**config.mk**
```make
export PLATFORM = sky130hd
export DESIGN_NAME = prafb_ctrl
export DESIGN_NICKNAME = d
export VERILOG_FILES = /design/src/hdl/prafb_pkg.sv /design/src/hdl/prafb_ctrl.sv
export SDC_FILE = /design/constraint.sdc
export NUM_CORES = 1
export LEC_CHECK = 0
export BUFFER_PORTS_ARGS = -buffer_cell sky130_fd_sc_hd__buf_2
export CAP_MARGIN = 20
export CORE_MARGIN = 2
export CORE_UTILIZATION = 43
export CTS_CLUSTER_SIZE = 10
export DETAILED_ROUTE_END_ITERATION = 12
export PLACE_DENSITY = 0.86
export RECOVER_POWER = 25
export SETUP_SLACK_MARGIN = 0.3
export SYNTH_ARGS = -nofsm -noshare
export SYNTH_HDL_FRONTEND = slang
export SYNTH_SLANG_ARGS = --single-unit
```
**constraint.sdc**
```tcl
create_clock -name clk -period 2.9 [get_ports clk]
set_clock_uncertainty 0.1 [all_clocks]
set_input_delay 0.58 -clock clk [delete_from_list [all_inputs] [get_ports clk]]
set_output_delay 0.58 -clock clk [all_outputs]
set_load 0.1 [all_outputs]
```
**src/hdl/prafb_pkg.sv**
```systemverilog
// package for the page run allocator: sizes, status codes, ctrl/datapath structs
// no dependencies
package prafb_pkg;
  localparam int HEAP_PAGES_DEF  = 1024;
  localparam int MAX_RECORDS_DEF = 256;
  localparam int PAGE_BYTES_DEF  = 4096;

  localparam int PAGE_W  = 10;
  localparam int LEN_W   = 11;
  localparam int BYTES_W = 23;
  localparam int ST_W    = 3;

  localparam logic [ST_W-1:0] ST_OK         = 3'd0;
  localparam logic [ST_W-1:0] ST_NO_SPACE   = 3'd1;
  localparam logic [ST_W-1:0] ST_ZERO_SIZE  = 3'd2;
  localparam logic [ST_W-1:0] ST_TABLE_FULL = 3'd3;
  localparam logic [ST_W-1:0] ST_NOT_FOUND  = 3'd4;

  localparam logic OP_ALLOC = 1'b0;
  localparam logic OP_FREE  = 1'b1;

  typedef struct packed {
    logic load;       // capture request, clear counters
    logic scan;       // one bitmap step
    logic mark;       // one page write step
    logic search;     // one record read step
    logic shift;      // one compaction step
    logic append;     // write new record
    logic dec_count;  // drop a record
    logic set_status; // latch status code
    logic [ST_W-1:0] status;
  } prafb_cmd_t;

  typedef struct packed {
    logic init_busy;  // bitmap clearing pass after reset
    logic zero_size;
    logic table_full;
    logic too_big;
    logic scan_done;
    logic found_run;
    logic first_hit;  // first fit may stop
    logic mark_done;
    logic search_done;
    logic rec_hit;
    logic shift_done;
  } prafb_stat_t;
endpackage

```
**src/hdl/prafb_ctrl.sv**
```systemverilog
// controller state machine for the page run allocator
// depends on prafb_pkg
module prafb_ctrl (
  input  logic                  clk,
  input  logic                  rst,
  input  logic                  in_fire,
  input  logic                  in_op,
  input  logic                  out_busy,
  input  logic                  fit_strategy,
  input  prafb_pkg::prafb_stat_t stat,
  output prafb_pkg::prafb_cmd_t  cmd,
  output logic                  idle,
  output logic                  result_push
);
  import prafb_pkg::*;

  localparam logic [3:0] S_IDLE  = 4'd0;
  localparam logic [3:0] S_CHECK = 4'd1;
  localparam logic [3:0] S_SCAN  = 4'd2;
  localparam logic [3:0] S_MARK  = 4'd3;
  localparam logic [3:0] S_FIND  = 4'd4;
  localparam logic [3:0] S_FWAIT = 4'd5;
  localparam logic [3:0] S_CLEAR = 4'd6;
  localparam logic [3:0] S_SHIFT = 4'd7;
  localparam logic [3:0] S_DONE  = 4'd8;
  localparam logic [3:0] S_FCHK  = 4'd9;

  logic [3:0] state, state_next;
  logic op;

  always_ff @(posedge clk) begin
    if (rst) begin
      state <= S_IDLE;
      op    <= OP_ALLOC;
    end else begin
      state <= state_next;
      if (in_fire) op <= in_op;
    end
  end

  always_comb begin
    state_next  = state;
    cmd         = '0;
    result_push = 1'b0;
    idle        = (state == S_IDLE) && !stat.init_busy;
    case (state)
      S_IDLE: begin
        if (in_fire) begin
          cmd.load   = 1'b1;
          state_next = in_op == OP_ALLOC ? S_CHECK : S_FIND;
        end
      end
      S_CHECK: begin
        cmd.set_status = 1'b1;
        if (stat.zero_size) begin
          cmd.status = ST_ZERO_SIZE; state_next = S_DONE;
        end else if (stat.table_full) begin
          cmd.status = ST_TABLE_FULL; state_next = S_DONE;
        end else if (stat.too_big) begin
          cmd.status = ST_NO_SPACE; state_next = S_DONE;
        end else begin
          cmd.status = ST_OK; state_next = S_SCAN;
        end
      end
      S_SCAN: begin
        if (stat.first_hit && !fit_strategy) begin
          state_next = S_MARK;
        end else if (stat.scan_done) begin
          if (stat.found_run) begin
            state_next = S_MARK;
          end else begin
            cmd.set_status = 1'b1;
            cmd.status     = ST_NO_SPACE;
            state_next     = S_DONE;
          end
        end else begin
          cmd.scan = 1'b1;
        end
      end
      S_MARK: begin
        if (stat.mark_done) begin
          cmd.append = 1'b1;
          state_next = S_DONE;
        end else begin
          cmd.mark = 1'b1;
        end
      end
      S_FIND: begin
        if (stat.search_done) begin
          cmd.set_status = 1'b1;
          cmd.status     = ST_NOT_FOUND;
          state_next     = S_DONE;
        end else begin
          cmd.search = 1'b1;
          state_next = S_FWAIT;
        end
      end
      S_FWAIT: state_next = S_FCHK;  // read data lands
      S_FCHK: begin
        if (stat.rec_hit) begin
          cmd.set_status = 1'b1;
          cmd.status     = ST_OK;
          state_next     = S_CLEAR;
        end else begin
          state_next = S_FIND;
        end
      end
      S_CLEAR: begin
        if (stat.mark_done) state_next = S_SHIFT;
        else cmd.mark = 1'b1;
      end
      S_SHIFT: begin
        if (stat.shift_done) begin
          cmd.dec_count = 1'b1;
          state_next    = S_DONE;
        end else begin
          cmd.shift = 1'b1;
        end
      end
      S_DONE: begin
        if (!out_busy) begin
          result_push = 1'b1;
          state_next  = S_IDLE;
        end
      end
      default: state_next = S_IDLE;
    endcase
    if (op == OP_ALLOC && state == S_CLEAR) state_next = S_IDLE;
  end
endmodule

```
# After elaboration in Yosys (flattened, before gate mapping)

Cells that the tools add are included.

Input bits: 17
Flip-flop bits (word level): 5
Output and inout port bits: 13
Logic and storage cells: 68

Bitwise gates (word level): 1
Reduce and logical (&&, ||, !) cells: 9
Equal/unequal tests: 15
Mux-type cells: 41

Operators by type and width:

| cell               | number |
|---|---|
| $mux 4             | 17 |
| $pmux 4 s10        | 1 |
| $mux 1             | 18 |
| $eq 4x3->1 const B | 4 |
| $pmux 4 s4         | 1 |
| $ne 2x2->1 const B | 5 |
| $eq 4x2->1 const B | 2 |
| $eq 4x4->1 const B | 2 |
| $mux 2             | 3 |
| $reduce_and 6->1   | 1 |
| $eq 4x1->1 const B | 1 |
| $logic_not 4->1    | 1 |
| $reduce_or 2->1    | 2 |
| $logic_and 1x1->1  | 3 |
| $mux 3             | 1 |
| $ne 3x3->1 const B | 1 |
| $logic_not 1->1    | 2 |
| $not 1->1          | 1 |

# Logic depth before layout (Yosys ltp)

Gate-level depths: netlist (run 1).

Depth in word-level cells: 4
Mapped depth: 6
Gate-level depth less buffers: 5

# Worst setup path after synthesis (run 1)

Ideal clock, no wire load.

Path kind: input to register
From: in stat[3] (netlist name)
To: reg state[1]
Stages: 4
Library setup time: 117 ps
Setup slack: -1841 ps
Data required time: 2683 ps
Buffers on the path: 0
Arrival: 4525 ps
Path through: nor4b_1 -> or4_4 -> nor4b_1 -> a22o_1

Word-level cells in the longest chain between the ends: 2
Elaborated cells on any way between the ends: 3
Those cells by class: eq/ne (2); reduce/logical (1)

RTL lines:

| element                      | RTL line         | RTL |
|---|---|---|
| from (decl)                  | prafb_ctrl.sv:10 | `input prafb_pkg::prafb_stat_t stat,` |
| $ne 2x2->1 (no line)         | n/a              |  |
| $reduce_and 6->1 (no line) * | n/a              |  |
| to (signal assigned)         | prafb_ctrl.sv:36 | `state <= state_next;` |
| to (decl)                    | prafb_ctrl.sv:28 | `logic [3:0] state, state_next;` |

Mark *: on every way between the ends. The rest lies on a longest branch, timed or not.
A chain may end at the register's enable or synchronous reset.

==> results of run 1 <==
==> Yosys cell counts (2+ instances only) <==
master / number
o22ai_1: 2
nor4b_1: 2
clkbuf_1: 3
inv_1: 3
a21oi_1: 2
nor2b_1: 3
mux2i_1: 2
nand2b_1: 3
buf_2: 2
dfxtp_1: 5
nor3b_1: 2
nor2_1: 12
o21ai_0: 3
nand2_1: 8
nor3_1: 7
and2_1: 2
==> sequential cells by signal (all words and copies together), names as in the netlist <==
name	flops
op	1
state	4
==> path summary, 6_finish.rpt <==
path | slack, ns | to | cells after the start
setup / recovery | 0.40 | cmd[5] | 3
hold / removal | 0.42 | op$_SDFFE_PP0P_ | 2
setup reg to reg | 0.55 | state[0]$_SDFFE_PP0P_ | 5
hold reg to reg | 0.42 | op$_SDFFE_PP0P_ | 2
==> logic make-up after synthesis <==
logic type / count (synthesis) / synth area share
DFF: 5 / 0.175
muxes: 2 / 0.0350
buffers and inverters: 9 / 0.0700
and+or+nand+nor: 48 / 0.460
xor gates and xnor gates: 1 / 0.0153
AOI/OAI and AO/OA: 19 / 0.245
==> worst max-delay path: cells and delay by family (launching register included) <==
| family | cells | cell delay (ns) |
|---|---|---|
| flops | 1 | 0.59 |
| buf+inv | 1 | 0.44 |
| simple gates | 2 | 0.55 |
==> per-stage QoR <==
step / instances / cell area (sq um) / TNS, ns
floorplan: 84 / 652 / -0.000387
global placement: 122 / 787 / 0
detailed placement: 122 / 787 / 0
CTS: 126 / 817 / 0
global route: 126 / 827 / 0
finish: 126 / 827 / 0
==> power breakdown <==
group	switching, uW	internal (uW)	total [uW]	leakage [uW]
registers	43.7	81.9	126	0.0000418
logic	306	111	417	0.000309
clock network	25.6	51.8	77.5	0.0000150
total	376	245	620	0.000366
==> layout make-up <==
type / instances / area (sq um) / area share
Clock buffer: 4 / 26.3 / 0.0318
Timing Repair Buffer: 29 / 156 / 0.189
Multi-Input combinational cell: 70 / 512 / 0.619
Inverter: 3 / 11.3 / 0.0136
Sequential cell: 5 / 103 / 0.124
Tap cell: 15 / 18.8 / 0.0227
==> metal layers <==
metal  vias to the layer above  part of all wire
met3                         2             0.075
met2                        32              0.52
met1                       328              0.40
li1                        362                 -
met4                         0            0.0074
met5                         -                 0
==> cells in the final DEF, fill, tap and decap left out, types with 3 or more instances in the layout <==
cell and count:
buf_2 21, clkbuf_4 7, dfxtp_1 3, inv_1 3, nand2_1 8, nand2b_1 3
nor2_1 9, nor2_2 4, nor2b_1 3, nor3_1 3
==> what timing repair did <==
item / 4_1_cts / 5_1_grt
endpoints found under the hold margin: 0 / 0
endpoints found under the setup margin: 3 / 6
resized for setup: 2 / 5
==> metrics, run 1 <==
antenna violations before repair=0; clock latency on the worst-skew pair=0.24 ns; ANT cells=0; fillers=between 100 and 150; final wirelength=1630 microns; Final min period=2.50 ns; synth-to-layout area growth=44.6%; reg2reg start=state[0]$_SDFFE_PP0P_; gr usage total=0.234; Final Hold Viols=0; Ports=30; maximum clock path buffer count=2; M2 GR Usage=0.393; Post-synth EDFFs=0; worst vdd ir=0.000498 V; Final WS setup=roughly 0.4 ns; TritonCTS Buffers=3; Post-CTS Setup Bufs=0; GR peak layer=met2; Hold Path Origin=op$_SDFFE_PP0P_; grt ovf=0; DRC viols=0; RSZ-0062 raised after global routing=false; Synth async-reset ratio=0; Hold/Removal Path Class=flop to flop; share of the synthesized area in the top cell type=0.175; CTS tree=done; routability cong.=0.817; Starting Density=0.451; die span in y=40.5 microns; WL/cell=12.9 microns; clock-pin slew on the worst setup and hold paths=0.04 ns; Yosys cell types=39; critical path arrival=1.82 ns; Hold WS=0.421 ns; worst endpoint required time=~2.2 ns; Syn Area/Cell=roughly 6.8 sq um; chip width=40.5 microns; Final ANT Viol Nets=0; via count=724; outcome=finished, final reports clean; fraction of layout cells with a size suffix above 1=0.414; Final Slew Violations=0; crit path max fanout=13; Iter 0 DRT Violations=15; detailed placement HPWL=1250 microns; Synth area leaders=dfxtp_1, nor2_1, nor3_1; slowest stage delay, CP=between 0.5 and 0.6 ns; CP Class=flop to output port; crit path max-delay cell type=dfxtp_1; worst rel slew slack=0.643; #FFs+latches synth=5; CTS H-tree depth=1; Leak=0.000366 uW; GR Util met3=0.0667; final setup vio count=0; gate count after technology mapping=84; critical path, cell by cell=or2b_1 > nor3_2 > buf_2; Critical path origin=state[0]$_SDFFE_PP0P_; Final Util=0.652; DIE AREA=approximately 0.0016 sq mm; Post-Syn Area=~570 sq um; number of global-route vias before repair=635; max_cap viols=0; syn nets=101; Worst Max-Slew Pin Slew=0.537 ns; Primary FF master, synth=dfxtp_1; fin crit share=0.862; clk sink count=5; Root Buffer Master=clkbuf_4; Max Clock Freq=400 MHz; Core Footprint=about 0.0013 sq mm; Port Buffer Count=29; maximum number of pins on one net before global-route repair=19; Synth area leader=dfxtp_1; global-route wire length before repair=~2600 microns; hold_buf cts=0; GR Util met1=0.300; post-DR vias/cell=5.75; register area share after synthesis=0.175; first drt pass iteration count=4; Cell Rows=13; post-layout net count=between 100 and 150; CP Capture Type=output port; startpoint class of the critical path=flop; Final Power=620 uW; Syn. warnings=0; Pwr Density=750 mW/mm^2; pre-CTS setup slack=about 0.40 ns
(Power assumes the default switching activity.)
==> run 2, diff against run 1 <==
--- a/constraint.sdc
+++ b/constraint.sdc
@@ -3,3 +3,3 @@
 set_input_delay 0.58 -clock clk [delete_from_list [all_inputs] [get_ports clk]]
 set_output_delay 0.58 -clock clk [all_outputs]
-set_load 0.1 [all_outputs]
+set_load 0.005 [all_outputs]
==> metrics, run 2 (synthesis results as in run 1) <==
critical path, cell by cell=nor2_1 > and4b_4 > or4_4 > nor4b_1 > a22o_1 (was or2b_1 > nor3_2 > buf_2); top flop regs=state x4, op x1 (unchanged); Final Slew Violations=0 (unchanged); DRC viols=0 (unchanged); setup TNS=0 ns (unchanged); chip width=40.5 microns (unchanged); RSZ-0062 raised after global routing=false (unchanged); CP Class=flop to flop (was flop to output port); CTS-repair resized insts=0 (was 2); Core Footprint=0.00127 sq mm (unchanged); Leak=0.000341 uW (was 0.000366 uW); Final Hold Viols=0 (unchanged); via count=732 (was 724); WL/cell=12.1 microns (was 12.9 microns); CTS tree=done (unchanged); delay-heaviest family, CP=simple AND/OR/NAND/NOR gates (was flip-flops); final instance area=728 sq um (was 827 sq um); gr usage total=0.216 (was 0.234); clock-pin slew on the worst setup and hold paths=0.05 ns (was 0.04 ns); most flop-heavy register=state (unchanged); most frequent cells in the layout=buf_2, nor2_1, nand2_1 (unchanged); worst rel slew slack=0.631 (was 0.643); TritonCTS Buffers=3 (unchanged); detailed placement HPWL=1220 microns (was 1250 microns); Root Buffer Master=clkbuf_4 (unchanged); Post-CTS Setup Bufs=0 (unchanged); final wirelength=1530 microns (was 1630 microns); worst endpoint required time=2.99 ns (was 2.22 ns); maximum number of pins on one net before global-route repair=19 (unchanged); outcome=finished, final reports clean (unchanged); slowest stage delay, CP=0.56 ns (was 0.59 ns); Worst Max-Slew Pin Slew=0.553 ns (was 0.537 ns); Final min period=2.40 ns (was 2.50 ns); crit path max-delay cell type=dfxtp_1 (unchanged); CTS H-tree depth=1 (unchanged); reg2reg start=state[0]$_SDFFE_PP0P_ (unchanged); Max Clock Freq=416 MHz (was 400 MHz); die span in y=40.5 microns (unchanged); GR Util met1=0.233 (was 0.300); WP buf/inv=0 (was 1); Starting Density=0.451 (unchanged); clk sink count=5 (unchanged); multi-input logic area=429 sq um (was 512 sq um); worst vdd ir=0.000219 V (was 0.000498 V); first drt pass iteration count=4 (unchanged); Ports=30 (unchanged); fin crit share=0.829 (was 0.862); fillers=127 (was 125); Final ANT Viol Nets=0 (unchanged); hold_buf cts=0 (unchanged); clock latency on the worst-skew pair=0.25 ns (was 0.24 ns); ANT cells=0 (unchanged); commonest non-fill, non-tap cell in the layout=buf_2 (unchanged); critical path arrival=2.49 ns (was 1.82 ns); number of global-route vias before repair=633 (was 635); max reg flops=4 (unchanged); Hold Path Origin=op$_SDFFE_PP0P_ (unchanged); Cell Rows=13 (unchanged); Hold/Removal Path Class=flop to flop (unchanged); routability cong.=0.844 (was 0.817); antenna violations before repair=0 (unchanged); post-layout net count=129 (unchanged); CP Capture Type=flop (was output port); register area=100 sq um (was 103 sq um); startpoint class of the critical path=flop (unchanged); synth-to-layout area growth=27.4% (was 44.6%); crit path max fanout=13 (unchanged); Port Buffer Count=29 (unchanged); post-DR vias/cell=5.81 (was 5.75); GR Util met3=0.0333 (was 0.0667); GR peak layer=met2 (unchanged); M2 GR Usage=0.417 (was 0.393); maximum clock path buffer count=2 (unchanged); global-route wire length before repair=2420 microns (was 2580 microns); fraction of layout cells with a size suffix above 1=0.288 (was 0.414); Critical path origin=state[0]$_SDFFE_PP0P_ (unchanged); DIE AREA=0.00164 sq mm (unchanged); grt ovf=0 (unchanged); final setup vio count=0 (unchanged); Post-DP Area=707 sq um (was 787 sq um); Pwr Density=560 mW/mm^2 (was 750 mW/mm^2); max_cap viols=0 (unchanged); Iter 0 DRT Violations=15 (unchanged)
run 2: routing by layer:
metal,wire (microns),share of wire,vias to the layer above
met2,774,0.51,29
met4,27,0.018,0
met5,0,0,-
li1,-,-,359
met1,646,0.42,340
met3,80,0.052,4
run 2: layout make-up:
type                    instances  share of cell area
multi-input cells              70               0.589
repair buffers                 29               0.196
flip-flops and latches          5               0.137
clock buffers                   4              0.0361
well taps                      15              0.0258
inverters                       3              0.0155
run 2: tightest hold or removal path, stage by stage (launching register included):
cell	delay [ns]
dfxtp_1	0.32
mux2i_1	0.06
nor2_1	0.08
run 2: power by group:
part	internal (uW)	switching, uW	leakage [uW]
Clock	52.3	33.1	0.0000150
Combinational	96.9	106	0.000285
Sequential	80.9	38.7	0.0000409
Total	230	178	0.000341
run 2: metrics by stage:
| stage | std cells | total power [uW] | setup WS (ns) | utilization | hold slack, ns |
|---|---|---|---|---|---|
| after CTS | 126 | 409 | 0.542 | 0.578 | 0.404 |
| after detailed placement | 122 | 325 | 0.479 | 0.557 | 0.391 |
| after global placement | 122 | 318 | 0.522 | 0.557 | 0.381 |
| after floorplan | 84 | 266 | 0.628 | - | 0.361 |
| after global routing | 126 | 441 | 0.381 | 0.574 | 0.444 |
| final | 126 | 408 | 0.497 | 0.574 | 0.405 |
run 2: final timing paths:
kind	end	slack, ns	cells after the start
worst min register to register	op$_SDFFE_PP0P_	0.41	2
worst max register to register	state[1]$_SDFFE_PP0P_	0.50	5
worst max-delay path	state[1]$_SDFFE_PP0P_	0.50	5
worst min-delay path	op$_SDFFE_PP0P_	0.41	2
